`src/hw/rtl/atc_pkg.sv`:
```
// Shared types and constants for the A-trail checker.
`timescale 1ns / 1ps
package atc_pkg;

    localparam int ID_W      = 10;
    localparam int VTX_IN_W  = 9;
    localparam int SLOT_IN_W = 4;
    localparam int DEG_IN_W  = 5;
    localparam int TOTAL_W   = 14;
    localparam logic [TOTAL_W-1:0] TOTAL_MAX = 14'd16383;
    localparam int S_TDATA_W = 32;
    localparam int M_TDATA_W = 8;

    typedef enum logic [1:0] {
        CMD_CLEAR  = 2'd0,
        CMD_LOAD   = 2'd1,
        CMD_APPEND = 2'd2,
        CMD_VERIFY = 2'd3
    } t_cmd;

    typedef enum logic [1:0] {
        FLT_NONE = 2'd0,
        FLT_LEN  = 2'd1,
        FLT_EDGE = 2'd2,
        FLT_TURN = 2'd3
    } t_fault;

    // write enables toward the stores
    typedef struct packed {
        logic rot;
        logic deg;
        logic first;
        logic second;
        logic cnt;
        logic trail;
        logic vis;
    } t_mem_we;

    typedef struct packed {
        logic   valid_res;
        t_fault fault;
    } t_result;

endpackage

```
`src/hw/rtl/atc_seq.sv`:
```
// Sequencer: load, append, clearing sweeps and the trail walk over the stores.
`timescale 1ns / 1ps
module atc_seq #(
    parameter int MAX_VERTICES = 512,
    parameter int MAX_EDGES    = 1024,
    parameter int MAX_DEGREE   = 16,
    parameter int VW           = 9,
    parameter int EW           = 10,
    parameter int DW           = 4,
    parameter int GW           = 5
) (
    input  logic                  i_clk,
    input  logic                  i_rst_n,
    input  logic                  i_valid,
    output logic                  o_ready,
    input  atc_pkg::t_cmd         i_cmd,
    input  logic [atc_pkg::VTX_IN_W-1:0]  i_vertex,
    input  logic [atc_pkg::SLOT_IN_W-1:0] i_slot,
    input  logic [atc_pkg::DEG_IN_W-1:0]  i_vertex_degree,
    input  logic [atc_pkg::ID_W-1:0]      i_edge_id,
    output logic                  o_res_valid,
    input  logic                  i_res_free,
    output atc_pkg::t_result      o_res,
    output atc_pkg::t_mem_we      o_we,
    output logic [VW+DW-1:0]      o_rot_addr,
    output logic [atc_pkg::ID_W-1:0] o_rot_wd,
    input  logic [atc_pkg::ID_W-1:0] i_rot_q,
    output logic [VW-1:0]         o_deg_addr,
    output logic [GW-1:0]         o_deg_wd,
    input  logic [GW-1:0]         i_deg_q,
    output logic [EW-1:0]         o_ep_addr,
    output logic [VW-1:0]         o_ep_wd,
    output logic [1:0]            o_cnt_wd,
    input  logic [VW-1:0]         i_first_q,
    input  logic [VW-1:0]         i_second_q,
    input  logic [1:0]            i_cnt_q,
    output logic [EW-1:0]         o_trail_addr,
    output logic [atc_pkg::ID_W-1:0] o_trail_wd,
    input  logic [atc_pkg::ID_W-1:0] i_trail_q,
    output logic [EW-1:0]         o_vis_addr,
    output logic                  o_vis_wd,
    input  logic                  i_vis_q
);
    import atc_pkg::*;

    localparam int LW   = $clog2(MAX_EDGES + 1);
    localparam int SMAX = (MAX_VERTICES > MAX_EDGES) ? MAX_VERTICES : MAX_EDGES;
    localparam int SW   = $clog2(SMAX);
    localparam logic [SW-1:0] CLR_LAST = SW'(SMAX - 1);
    localparam logic [SW-1:0] VIS_LAST = SW'(MAX_EDGES - 1);

    typedef enum logic [20:0] {
        S_IDLE   = 21'h000001,
        S_SWEEP  = 21'h000002,
        S_LOAD0  = 21'h000004,
        S_LOAD1  = 21'h000008,
        S_APPEND = 21'h000010,
        S_V0     = 21'h000020,
        S_V1     = 21'h000040,
        S_V2     = 21'h000080,
        S_WT0    = 21'h000100,
        S_WT1    = 21'h000200,
        S_WT2    = 21'h000400,
        S_WT3    = 21'h000800,
        S_WT4    = 21'h001000,
        S_WD     = 21'h002000,
        S_WS     = 21'h004000,
        S_WF     = 21'h008000,
        S_WP     = 21'h010000,
        S_WQ     = 21'h020000,
        S_WN     = 21'h040000,
        S_FIN    = 21'h080000,
        S_OUT    = 21'h100000
    } t_state;

    t_state              r_state, n_state;
    t_cmd                r_cmd, n_cmd;
    logic [VTX_IN_W-1:0] r_v, n_v;
    logic [SLOT_IN_W-1:0] r_slot, n_slot;
    logic [DEG_IN_W-1:0] r_deg, n_deg;
    logic [ID_W-1:0]     r_e, n_e;
    logic [TOTAL_W-1:0]  r_total, n_total;
    logic [LW-1:0]       r_len, n_len;
    logic [LW-1:0]       r_i, n_i;
    logic [ID_W-1:0]     r_ecur, n_ecur;
    logic [ID_W-1:0]     r_ne, n_ne;
    logic [VW-1:0]       r_cur, n_cur;
    logic [VW-1:0]       r_alt, n_alt;
    logic [GW-1:0]       r_d, n_d;
    logic [GW-1:0]       r_loc, n_loc;
    logic                r_eul, n_eul;
    logic                r_round, n_round;
    logic                r_mpre, n_mpre;
    t_fault              r_fault, n_fault;
    logic [SW-1:0]       r_sw, n_sw;
    logic                r_sclr, n_sclr;

    logic [TOTAL_W-2:0]  edge_cnt;
    logic [LW-1:0]       i_next;
    logic [GW-1:0]       loc_next;
    logic [GW-1:0]       loc_pre;
    logic [GW-1:0]       loc_suc;
    logic [DEG_IN_W-1:0] deg_sat;

    function automatic logic f_bad(logic [ID_W-1:0] e, logic [1:0] cnt,
                                   logic [TOTAL_W-2:0] m);
        f_bad = (32'(e) >= 32'(m)) || (32'(e) >= MAX_EDGES) || (cnt < 2'd2);
    endfunction

    assign edge_cnt = r_total[TOTAL_W-1:1];
    assign i_next   = r_i + LW'(1);
    assign loc_next = r_loc + GW'(1);
    assign loc_pre  = (r_loc == r_d - GW'(1)) ? '0 : loc_next;
    assign loc_suc  = (r_loc == '0) ? (r_d - GW'(1)) : (r_loc - GW'(1));
    assign deg_sat  = (32'(r_deg) > MAX_DEGREE) ? DEG_IN_W'(MAX_DEGREE) : r_deg;

    assign o_ready     = (r_state == S_IDLE);
    assign o_res_valid = (r_state == S_OUT);
    assign o_res.valid_res = (r_fault == FLT_NONE);
    assign o_res.fault     = r_fault;

    assign o_rot_wd   = r_e;
    assign o_deg_wd   = (r_state == S_SWEEP) ? '0 : GW'(deg_sat);
    assign o_ep_wd    = VW'(r_v);
    assign o_trail_wd = r_e;

    always_comb begin
        n_state = r_state;
        n_cmd   = r_cmd;
        n_v     = r_v;
        n_slot  = r_slot;
        n_deg   = r_deg;
        n_e     = r_e;
        n_total = r_total;
        n_len   = r_len;
        n_i     = r_i;
        n_ecur  = r_ecur;
        n_ne    = r_ne;
        n_cur   = r_cur;
        n_alt   = r_alt;
        n_d     = r_d;
        n_loc   = r_loc;
        n_eul   = r_eul;
        n_round = r_round;
        n_mpre  = r_mpre;
        n_fault = r_fault;
        n_sw    = r_sw;
        n_sclr  = r_sclr;

        o_we         = '0;
        o_rot_addr   = {r_cur, DW'(r_loc)};
        o_deg_addr   = r_cur;
        o_ep_addr    = EW'(r_e);
        o_cnt_wd     = '0;
        o_trail_addr = EW'(r_i);
        o_vis_addr   = EW'(r_ecur);
        o_vis_wd     = 1'b0;

        case (r_state)
            S_IDLE: begin
                if (i_valid) begin
                    n_cmd  = i_cmd;
                    n_v    = i_vertex;
                    n_slot = i_slot;
                    n_deg  = i_vertex_degree;
                    n_e    = i_edge_id;
                    case (i_cmd)
                        CMD_CLEAR: begin
                            n_len   = '0;
                            n_total = '0;
                            n_sw    = '0;
                            n_sclr  = 1'b1;
                            n_state = S_SWEEP;
                        end
                        CMD_LOAD:   n_state = S_LOAD0;
                        CMD_APPEND: n_state = S_APPEND;
                        default:    n_state = S_V0;
                    endcase
                end
            end
            S_SWEEP: begin
                o_deg_addr = VW'(r_sw);
                o_ep_addr  = EW'(r_sw);
                o_vis_addr = EW'(r_sw);
                o_we.vis   = (32'(r_sw) < MAX_EDGES);
                if (r_sclr) begin
                    o_we.deg = (32'(r_sw) < MAX_VERTICES);
                    o_we.cnt = (32'(r_sw) < MAX_EDGES);
                    if (r_sw == CLR_LAST) begin
                        n_state = S_IDLE;
                    end
                end else if (r_sw == VIS_LAST) begin
                    n_state = S_WT0;
                end
                n_sw = r_sw + SW'(1);
            end
            S_LOAD0: begin
                if (32'(r_v) >= MAX_VERTICES) begin
                    n_state = S_IDLE;
                end else begin
                    o_deg_addr = VW'(r_v);
                    o_we.deg   = 1'b1;
                    o_rot_addr = {VW'(r_v), DW'(r_slot)};
                    o_we.rot   = (32'(r_slot) < MAX_DEGREE);
                    if (r_total < TOTAL_MAX) begin
                        n_total = r_total + TOTAL_W'(1);
                    end
                    n_state = S_LOAD1;
                end
            end
            S_LOAD1: begin
                // record the first two endpoints of the edge in load order
                if (32'(r_e) < MAX_EDGES) begin
                    if (i_cnt_q == 2'd0) begin
                        o_we.first = 1'b1;
                        o_we.cnt   = 1'b1;
                        o_cnt_wd   = 2'd1;
                    end else if (i_cnt_q == 2'd1) begin
                        o_we.second = 1'b1;
                        o_we.cnt    = 1'b1;
                        o_cnt_wd    = 2'd2;
                    end
                end
                n_state = S_IDLE;
            end
            S_APPEND: begin
                o_trail_addr = EW'(r_len);
                if (32'(r_len) < MAX_EDGES) begin
                    o_we.trail = 1'b1;
                    n_len      = r_len + LW'(1);
                end
                n_state = S_IDLE;
            end
            S_V0: begin
                o_trail_addr = '0;
                if ((32'(r_len) != 32'(edge_cnt)) || (edge_cnt == '0)) begin
                    n_fault = FLT_LEN;
                    n_state = S_FIN;
                end else begin
                    n_state = S_V1;
                end
            end
            S_V1: begin
                n_ecur    = i_trail_q;
                o_ep_addr = EW'(i_trail_q);
                n_state   = S_V2;
            end
            S_V2: begin
                if (f_bad(r_ecur, i_cnt_q, edge_cnt)) begin
                    n_fault = FLT_EDGE;
                    n_state = S_FIN;
                end else begin
                    n_cur   = i_second_q;
                    n_alt   = i_first_q;
                    n_round = 1'b0;
                    n_i     = '0;
                    n_eul   = 1'b1;
                    n_sw    = '0;
                    n_sclr  = 1'b0;
                    n_state = S_SWEEP;
                end
            end
            S_WT0: begin
                n_state = S_WT1;
            end
            S_WT1: begin
                n_ecur       = i_trail_q;
                o_trail_addr = (i_next < r_len) ? EW'(i_next) : '0;
                n_state      = S_WT2;
            end
            S_WT2: begin
                n_ne       = i_trail_q;
                o_ep_addr  = EW'(r_ecur);
                o_vis_addr = EW'(r_ecur);
                n_state    = S_WT3;
            end
            S_WT3: begin
                o_ep_addr = EW'(r_ne);
                if (f_bad(r_ecur, i_cnt_q, edge_cnt)) begin
                    n_fault = FLT_EDGE;
                    n_state = S_FIN;
                end else begin
                    if (i_vis_q) begin
                        n_eul = 1'b0;
                    end
                    o_we.vis = 1'b1;
                    o_vis_wd = 1'b1;
                    n_state  = S_WT4;
                end
            end
            S_WT4: begin
                if (f_bad(r_ne, i_cnt_q, edge_cnt)) begin
                    n_fault = FLT_EDGE;
                    n_state = S_FIN;
                end else begin
                    n_state = S_WD;
                end
            end
            S_WD: begin
                n_d        = i_deg_q;
                n_loc      = '0;
                o_rot_addr = {r_cur, DW'(0)};
                if (i_deg_q == '0) begin
                    n_fault = r_eul ? FLT_TURN : FLT_EDGE;
                    n_state = S_FIN;
                end else begin
                    n_state = S_WS;
                end
            end
            S_WS: begin
                // scan one slot per cycle for the current edge
                o_rot_addr = {r_cur, DW'(loc_next)};
                if (i_rot_q == r_ecur) begin
                    n_state = S_WF;
                end else if (loc_next >= r_d) begin
                    n_fault = r_eul ? FLT_TURN : FLT_EDGE;
                    n_state = S_FIN;
                end else begin
                    n_loc = loc_next;
                end
            end
            S_WF: begin
                o_rot_addr = {r_cur, DW'(loc_pre)};
                n_state    = S_WP;
            end
            S_WP: begin
                n_mpre     = (i_rot_q == r_ne);
                o_rot_addr = {r_cur, DW'(loc_suc)};
                n_state    = S_WQ;
            end
            S_WQ: begin
                o_ep_addr = EW'(r_ne);
                if (!r_mpre && (i_rot_q != r_ne)) begin
                    n_fault = r_eul ? FLT_TURN : FLT_EDGE;
                    n_state = S_FIN;
                end else begin
                    n_state = S_WN;
                end
            end
            S_WN: begin
                n_cur = (i_first_q == r_cur) ? i_second_q : i_first_q;
                n_i   = i_next;
                if (i_next == r_len) begin
                    n_fault = r_eul ? FLT_NONE : FLT_EDGE;
                    n_state = S_FIN;
                end else begin
                    n_state = S_WT0;
                end
            end
            S_FIN: begin
                // retry once from the other endpoint after a failed turn
                if ((r_fault == FLT_TURN) && !r_round) begin
                    n_round = 1'b1;
                    n_cur   = r_alt;
                    n_i     = '0;
                    n_eul   = 1'b1;
                    n_sw    = '0;
                    n_sclr  = 1'b0;
                    n_state = S_SWEEP;
                end else begin
                    n_state = S_OUT;
                end
            end
            S_OUT: begin
                if (i_res_free) begin
                    n_state = S_IDLE;
                end
            end
            default: n_state = S_IDLE;
        endcase
    end

    always_ff @(posedge i_clk) begin
        if (!i_rst_n) begin
            r_state <= S_SWEEP;
            r_sclr  <= 1'b1;
            r_sw    <= '0;
            r_len   <= '0;
            r_total <= '0;
            r_fault <= FLT_NONE;
        end else begin
            r_state <= n_state;
            r_sclr  <= n_sclr;
            r_sw    <= n_sw;
            r_len   <= n_len;
            r_total <= n_total;
            r_fault <= n_fault;
        end
    end

    always_ff @(posedge i_clk) begin
        r_cmd   <= n_cmd;
        r_v     <= n_v;
        r_slot  <= n_slot;
        r_deg   <= n_deg;
        r_e     <= n_e;
        r_i     <= n_i;
        r_ecur  <= n_ecur;
        r_ne    <= n_ne;
        r_cur   <= n_cur;
        r_alt   <= n_alt;
        r_d     <= n_d;
        r_loc   <= n_loc;
        r_eul   <= n_eul;
        r_round <= n_round;
        r_mpre  <= n_mpre;
    end

endmodule

```
`config.mk`:
```
export PLATFORM = sky130hd
export DESIGN_NAME = atc_seq
export DESIGN_NICKNAME = d
export VERILOG_FILES = /design/src/hw/rtl/atc_pkg.sv /design/src/hw/rtl/atc_seq.sv
export SDC_FILE = /design/constraint.sdc
export NUM_CORES = 1
export LEC_CHECK = 0
export BUFFER_PORTS_ARGS = -buffer_cell sky130_fd_sc_hd__buf_2
export CORE_ASPECT_RATIO = 0.7
export CORE_MARGIN = 5
export CORE_UTILIZATION = 56
export CTS_CLUSTER_SIZE = 25
export DETAILED_ROUTE_END_ITERATION = 10
export MAX_ROUTING_LAYER = met4
export PLACE_DENSITY = 0.81
export SLEW_MARGIN = 15
export SYNTH_ARGS = -nofsm -noshare
export SYNTH_HDL_FRONTEND = slang
export SYNTH_SLANG_ARGS = --single-unit
export TNS_END_PERCENT = 5
```
`constraint.sdc`:
```
create_clock -name i_clk -period 5.9 [get_ports i_clk]
set_input_delay 1.77 -clock i_clk [delete_from_list [all_inputs] [get_ports i_clk]]
set_output_delay 1.77 -clock i_clk [all_outputs]
set_load 0.1 [all_outputs]
```
### Word level (Yosys, flattened, before mapping)

Index checks and enable logic that the tools add are counted.

| word-level totals | value |
|---|---|
| output and inout bits | 101 |
| logic and storage cells | 217 |
| bits of input ports | 80 |
| register bits | 149 |

| cells by class | value |
|---|---|
| reduce and logical (&&, ||, !) cells | 37 |
| muxes and demuxes | 90 |
| add/subtract/negate cells | 7 |
| order comparisons | 9 |
| bitwise operators | 1 |
| equal/unequal tests | 53 |

Operators by type and width:

| operator | count |
|---|---|
| 21-bit one-hot mux with 19 select lines | 1 |
| 21-bit 2-to-1 mux | 8 |
| 20-bit 2-to-1 mux | 7 |
| 10-bit one-hot mux with 4 select lines | 2 |
| 13-bit one-hot mux with 5 select lines | 1 |
| 10-bit 2-to-1 mux | 6 |
| 11-bit 2-to-1 mux | 5 |
| 14-bit 2-to-1 mux | 3 |
| 11-bit one-hot mux with 3 select lines | 1 |
| 2-bit != test (second input constant) | 15 |
| 10-bit one-hot mux with 3 select lines | 1 |
| 2-bit 2-to-1 mux | 14 |
| 14-bit one-hot mux with 2 select lines | 1 |
| 9-bit 2-to-1 mux | 3 |
| 9-bit one-hot mux with 3 select lines | 1 |
| 10-bit by 13-bit >= comparator with 1-bit output | 2 |
| 11-bit by 1-bit adder with 11-bit output (second input constant) | 2 |
| 11-bit one-hot mux with 2 select lines | 1 |
| 21-bit by 1-bit equality test with 1-bit output (second input constant) | 1 |
| 21-bit by 10-bit equality test with 1-bit output (second input constant) | 1 |
| 21-bit by 11-bit equality test with 1-bit output (second input constant) | 1 |
| 21-bit by 12-bit equality test with 1-bit output (second input constant) | 1 |
| 21-bit by 13-bit equality test with 1-bit output (second input constant) | 1 |
| 21-bit by 14-bit equality test with 1-bit output (second input constant) | 1 |
| 64 further kinds | 117 |

### Depth between registers and ports, before layout

Gate-level depths: netlist of run 1.

| depth | value |
|---|---|
| word-level depth | 5 |
| mapped depth | 13 |
| gate-level depth less buffers | 12 |

### Worst setup path before layout of run 1

OpenSTA, ideal clock, no wires.

| timing path | value |
|---|---|
| path type | reg2out |
| start | register r_i[0] |
| end | output port o_trail_addr[0] |
| stages on the path, launching flop included | 13 |
| buffers on the path | 1 |
| data required time | 4,130 ps |
| arrival | 4,881 ps |
| setup slack | -751 ps |
| path through | edfxtp_1 > ha_1 > and3_1 > and3_1 > and3_1 > xnor2_1 > ha_1 > a21o_1 > a21o_1 > a211o_1 > or2_2 > clkbuf_1 > o21ai_0 |

| between the ends | value |
|---|---|
| cells in the longest elaborated chain, start to end | 4 |

Ends and longest elaborated chain:

| item | line | source |
|---|---|---|
| start: declaration | atc_seq.sv:84 | `logic [LW-1:0] r_i, n_i;` |
| start signal: assignment | atc_seq.sv:397 | `r_i <= n_i;` |
| 11-bit by 1-bit adder with 11-bit output | atc_seq.sv:111 | `assign i_next = r_i + LW'(1);` |
| via i_next[8] | atc_seq.sv:99 | `logic [LW-1:0] i_next;` |
| 11-bit less-than comparator | atc_seq.sv:268 | `o_trail_addr = (i_next < r_len) ? EW'(i_next) : '0;` |
| 10-bit 2-to-1 mux | atc_seq.sv:268 |  |
| 10-bit one-hot mux with 3 select lines | atc_seq.sv:159 | `case (r_state)` |
| end: declaration | atc_seq.sv:37 | `output logic [EW-1:0] o_trail_addr,` |

The timed path passes the listed nets, and every way through them passes these cells.

### Worst setup path in the final report of run 1

| timing path | value |
|---|---|
| start | register r_i[0] |
| end | output port o_trail_addr[5] |

The elaborated chain is that of the path after synthesis.

==> results of run 1 <==
-- cell usage in the layout, fill, tap and decap left out, types with 5 or more instances in the layout --
cell	count
a222oi_1	11
clkbuf_16	17
o22ai_1	5
xnor2_1	58
o21ai_0	22
and2_1	21
nand4_1	25
nand3_1	52
or3_1	9
nand2_1	142
edfxtp_1	90
nor3_1	41
nor4b_1	5
xor2_1	28
dfxtp_1	59
buf_2	173
inv_6	7
mux2i_1	5
or4_1	8
ha_1	44
a21oi_1	28
inv_1	45
buf_4	19
and4_1	8
a21o_1	12
nor4_1	24
and3_1	24
nor2b_1	9
a22oi_1	10
nand2b_1	8
nor2_1	79
-- per-layer routing --
metal  global-route usage  vias to the layer above
li1                     -                     4033
met1               0.4133                     4031
met2               0.4414                      520
met3              0.05915                       41
met4              0.07709                        0
met5                    -                        -
-- timing repair --
action / in CTS / in global routing
setup buffers: 0 / 0
pin swaps: 0 / 0
gates resized for setup: 1 / 9
setup endpoints to repair: 1 / 9
gates cloned: 0 / 0
hold buffers: 0 / 0
-- tightest hold or removal path: stages (launching register included) --
cell and delay, ns:
dfxtp_1 0.34, o31ai_1 0.08, a21oi_1 0.06
-- kinds of logic (layout without fill, tap and decap cells) --
family,after synthesis,after routing
and+or+nand+nor,482,482
DFF,149,149
AOI/OAI and AO/OA,146,146
buffers and inverters,95,276
xor gates and xnor gates,86,86
adders and majority gates,44,44
muxes,6,6
-- power by group --
group	leakage (nW)	total (mW)	switching [mW]	internal, mW
Clock	0.296	1.13	0.489	0.642
Sequential	1.27	1.12	0.0136	1.11
Combinational	3.02	0.739	0.608	0.132
-- worst max-delay path by stage --
stage               cells after the start  slack, ns    from         endpoint
floorplan                              12      -0.71  r_i[0]  o_trail_addr[5]
global placement                       13       0.50  r_i[0]  o_trail_addr[5]
detailed placement                     13       0.46  r_i[0]  o_trail_addr[5]
CTS                                    13      0.006  r_i[0]  o_trail_addr[2]
global route                           13      -0.07  r_i[0]  o_trail_addr[5]
finish                                 13       0.12  r_i[0]  o_trail_addr[5]
-- state kept, by name, indices dropped and copies added (netlist names), 10 cells and up --
| name | count |
|---|---|
| r_sw | 10 |
| r_total | 14 |
| o_rot_wd | 10 |
| r_i | 11 |
| r_state | 21 |
| r_ne | 10 |
| r_len | 11 |
| r_ecur | 10 |
-- cells in the mapped netlist (4+ instances only) --
master	n
xnor2_1	58
o22ai_1	5
nor3_1	41
a31oi_1	4
nor2_1	80
nand4_1	25
nand3b_1	4
nand2_1	142
buf_4	13
a222oi_1	11
o211ai_1	4
o21a_1	4
a21o_1	12
nor4_1	24
and3_1	24
or3_1	9
a21oi_1	29
nor4b_1	6
and2_1	21
buf_2	4
and4_1	8
edfxtp_1	90
nor2b_1	9
a22oi_1	10
a2111oi_0	4
or2_2	4
clkbuf_1	31
or4_1	8
a211oi_1	4
dfxtp_1	59
nand2b_1	8
o21ai_0	24
mux2i_1	5
inv_1	45
xor2_1	28
ha_1	44
nand3_1	52
-- final cells by class --
type                       count  area [µm²]  area share
sequential                   149        3884      0.3552
clock inverter                15       180.2     0.01648
inverter                      45       168.9     0.01545
multi-input combinational    764        4913      0.4494
tap                          225       281.5     0.02575
clock buffer                  17       425.4     0.03891
timing repair buffer         199        1081     0.09887
-- per-stage QoR --
stage               setup TNS [ns]  setup slack [ns]
global placement                 0            0.4982
CTS                              0          0.006103
finish                           0            0.1152
detailed placement               0            0.4583
floorplan                  -0.9679           -0.7103
global route               -0.1053          -0.07130
==> impl_metrics.yaml, run 1 <==
sta:
  drv_slew: 0
  period_share: 0.9805
  period_needed_ns: 5.785
  whs_ns: 0.5264
  slew_headroom: 0.3148
  hold_viol_final: 0
  rsz0062_at_grt: "yes"
  setup_viol: 0
  fin_skew_ns: 0.01844
  fmax_mhz: 172.9
  tightestPinTransition_ns: 1.026
drt:
  post_drt_wl_per_cell_um: 19.70
  drt-total-wl_mm: 27.86
  routed.top_layer: "met4"
  final_antenna_net_count: 0
  vias: 8625
  drt_iter0_drc: 1076
  wl_met3_mm: 3.142
  via_per_inst: 6.100
  routed-wl-met2_mm: 12.54
  wl_met1_mm: 11.72
  drc_errors: 0
  dr.pass1.iters: 6
global_route:
  grt_overflow: 0
  grt_pass1_wl_mm: 42.79
  track_usage: 0.2947
  grt_start_max_net_pins: 30
  grt_antenna_before_repair: 0
  grt_pass1_vias: 8035
floorplan:
  dieWidth_um: 163.2
  die_h_um: 117.2
  rows: 39
  start_util: 0.5677
  dieArea_um2: 19130
  core_area_um2: 16200
  pin_count: 181
critical_path:
  cpPeakStageDelay_ns: 0.49
  arrival_ns: 4.01
  crit_path_start_kind: "flip-flop"
  r2r_setup_slack_ns: 2.03
  reg2regPathDepth: 12
  cp_top_family: "compound AO/OA/AOI/OAI gates"
  worstSetupEndpointType: "output pin"
  cp_num_buf_inv: 1
  reg2reg_to: "r_state[19]"
  crit_chain: "ha_1 -> and3_1 -> and3_1 -> and3_1 -> xnor2_1 -> ha_1 -> a21o_1 -> a21o_1 -> a211o_1 -> or2_2 -> o32a_1 -> o21ai_0 -> buf_6"
  required_ns: 4.13
  cp_max_fo: 7
  r2r-start: "r_i[0]"
  crit_type: "flip-flop to output pin"
  crit_slowest_cell: "edfxtp_1"
  critPathMostFrequentCell: "and3_1"
power:
  total_power_mw: 2.994
  p_per_area_nw_per_um2: 273.8
  ir_drop_mv: 0.1756
  leakage_nw: 4.590
cts:
  cts_tree: "done"
  clockBufferDepth: 2
  root_buffer: "clkbuf_16"
  cts.reportedPaths.clkPinSlew_ns: 0.07
  cts_made_buffers: 17
  insertion_delay_ns: 0.44
  cts_sinks: 149
  h-tree-depth: 4
synth:
  synth_edf_count: 90
  synth.distinct_cells: 72
  syn_area_um2: 9198
  synth.net_count: 1132
  synth.area.mux_share: 0.006666
  ys_ff_latch: 149
  synth_adder_area_share: 0.05986
  synth_compound_area_frac: 0.1145
  synth_top_family_by_area: "simple AND/OR/NAND/NOR gates"
  netlist.area_leader.share: 0.2938
  ys_seq_area_frac: 0.4223
  synthSimpleGateAreaFrac: 0.2694
  syn_area_per_cell_um2: 9.125
  syn_inst: 1008
  yosys_most_used_dff: "edfxtp_1"
  yosysTopAreaCell: "edfxtp_1"
  synthXorXnorAreaFrac: 0.08189
  synth_warnings: 0
  ys_async_sr_fraction: 0
  synth_area_leaders: "edfxtp_1, dfxtp_1, ha_1, nand2_1, xnor2_1"
finish:
  stdcell_count: 1414
  final_util: 0.6749
  final_area_um2: 10930
  area_delta_synth_final_pct: 18.88
  fillers: 1333
  n_antenna_cell: 0
  drive_gt1_frac: 0.2103
  fin_nets: 1300
hold_path:
  min_to: "r_sw[8]"
  min_delay_path_depth: 2
  min_from: "r_sw[8]"
  holdCritPathClass: "flip-flop to flip-flop"
job:
  cap_violations: 0
placement:
  dpl.hpwl_mm: 21.34
  gp_congestion: 0.9896
  port_buffers: 180
  placed_area_um2: 10300
  placed_cells: 1382
status:
  outcome: "completed"
Note: power is estimated with default switching activity, not from simulation.
==> inputs of run 2 (changes only) <==
Settings changed: CORE_UTILIZATION 56 to 51, PLACE_DENSITY 0.81 to 0.78.
Clock period 5.9 ns to 4.8 ns, I/O delays scaled along.
==> run 2 against run 1 <==
Effect of this change:
- routed wire length is 6.0% higher
- via count is 3.1% higher
- global-route usage is 0.82 points lower
- critical path depth stayed put
- sequential cell count stayed put
- clock skew is 0.0083 ns lower
- worst setup slack worse by 0.31 ns
- die area is 9.1% higher
- non-clock buffer count is 19 higher
- combinational power is 47% higher
- the run now ends with setup timing left
- largest cell class unchanged
- power is 29% higher
- register-to-register slack worse by 0.94 ns
==> impl_metrics.yaml, run 2 (synthesized netlist as in run 1, its figures left out) <==
floorplan:
  start_util: 0.5152
  core_area_um2: 17850
  rows: 41
  dieWidth_um: 170.5
  pin_count: 181
  dieArea_um2: 20860
  die_h_um: 122.4
placement:
  post-place-ws_ns: -0.01654
  gp_congestion: 0.9708
  port_buffers: 180
  placed_cells: 1406
  dpl.hpwl_mm: 22.23
finish:
  area_delta_synth_final_pct: 29.49
  layout_commonest_cell: "nand2_1"
  fillers: 1361
  top_register: "r_state"
  final_cell_mix: "nand2_1, buf_2, edfxtp_1"
  drive_gt1_frac: 0.2401
  largest_register_ffs: 21
  largest_registers: "r_state (21), r_total (14)"
  stdcell_count: 1444
  fin_nets: 1319
  n_antenna_cell: 0
sta:
  setup_viol: 10
  period_needed_ns: 4.998
  whs_ns: 0.5188
  tightestPinTransition_ns: 0.9914
  layout_setup_ws_ns: -0.1983
  fin_skew_ns: 0.01013
  rsz0062_at_grt: "yes"
  period_share: 1.041
  drv_slew: 0
  hold_viol_final: 0
  slew_headroom: 0.3377
  fmax_mhz: 200.1
critical_path:
  required_ns: 3.36
  cp_max_fo: 5
  arrival_ns: 3.56
  crit_path_start_kind: "flip-flop"
  crit_type: "flip-flop to output pin"
  worstSetupEndpointType: "output pin"
cts:
  cts_made_buffers: 17
  cts.reportedPaths.clkPinSlew_ns: 0.07
  clockBufferDepth: 2
  h-tree-depth: 4
  postCtsHoldBufs: 0
  root_buffer: "clkbuf_16"
  cts_sinks: 149
  insertion_delay_ns: 0.44
  cts_tree: "done"
hold_path:
  holdCritPathClass: "flip-flop to flip-flop"
power:
  ir_drop_mv: 0.2375
  p_per_area_nw_per_um2: 324.6
  total_power_mw: 3.866
  leakage_nw: 4.934
status:
  violations: "setup timing"
  outcome: "finished, violations left"
drt:
  post_drt_wl_per_cell_um: 20.45
  via_per_inst: 6.156
  dr.pass1.iters: 6
  drt-total-wl_mm: 29.53
  final_antenna_net_count: 0
  drt_iter0_drc: 1142
  drc_errors: 0
  vias: 8889
global_route:
  grt_pass1_wl_mm: 45.28
  grt_antenna_before_repair: 0
  grt_start_max_net_pins: 29
  track_usage: 0.2866
  grt_overflow: 0
  grt_pass1_vias: 8406
job:
  cap_violations: 0
==> run 2: cell type report <==
cell class	count	area, µm²	share of cell area
clock inverters	15	178.9	0.01502
flip-flops and latches	149	3884	0.3261
inverters	45	168.9	0.01418
multi-input cells	764	5067	0.4255
well taps	236	295.3	0.02479
repair buffers	218	1891	0.1587
clock buffers	17	425.4	0.03572
==> run 2: worst paths after layout <==
kind                    from              end  slack (ns)  depth (start not counted)
hold / removal       r_sw[5]          r_sw[5]        0.52                          2
setup / recovery      r_i[1]  o_trail_addr[5]       -0.20                         13
setup reg to reg  r_state[5]       r_total[9]        1.09                          7
hold reg to reg      r_sw[5]          r_sw[5]        0.52                          2
==> run 2: where the power goes <==
group          switching, mW  internal, mW  total, mW  leakage, nW
sequential            0.0192          1.36       1.38         1.27
combinational          0.784         0.306       1.09         3.38
clock                  0.573         0.819       1.39        0.278
total                   1.38          2.49       3.87         4.93
==> run 2: metrics by stage <==
step | util | cell area [µm²] | TNS (ns)
after floorplan | - | 9229 | -5.785
after global placement | 0.6221 | 11110 | 0
after detailed placement | 0.6221 | 11110 | -0.01919
after CTS | 0.6627 | 11830 | -0.5813
after global routing | 0.6672 | 11910 | -2.476
final | 0.6672 | 11910 | -1.134
==> run 2: layer usage <==
metal,routed length (µm),track usage,part of all wire
met5,0,-,0
met4,650,0.09576,0.022
met3,3305,0.08500,0.11
met2,13000,0.4067,0.44
met1,12580,0.3936,0.43
==> run 2: worst max-delay path, cell delays in order, from the launching register on <==
cell and delay [ns]:
edfxtp_1 0.43, ha_2 0.22, and3_4 0.16, and3_4 0.19, and3_4 0.20, xnor2_2 0.13, ha_1 0.30, a21o_1 0.17
a21o_1 0.17, a211o_1 0.29, or2_4 0.28, o32a_1 0.31, o21ai_2 0.09, buf_12 0.19
==> run 2: timing repair <==
item                       in CTS  in global routing
gates resized for setup        18                 23
setup buffers                   4                  2
pin swaps                       4                  3
setup endpoints to repair      47                 45
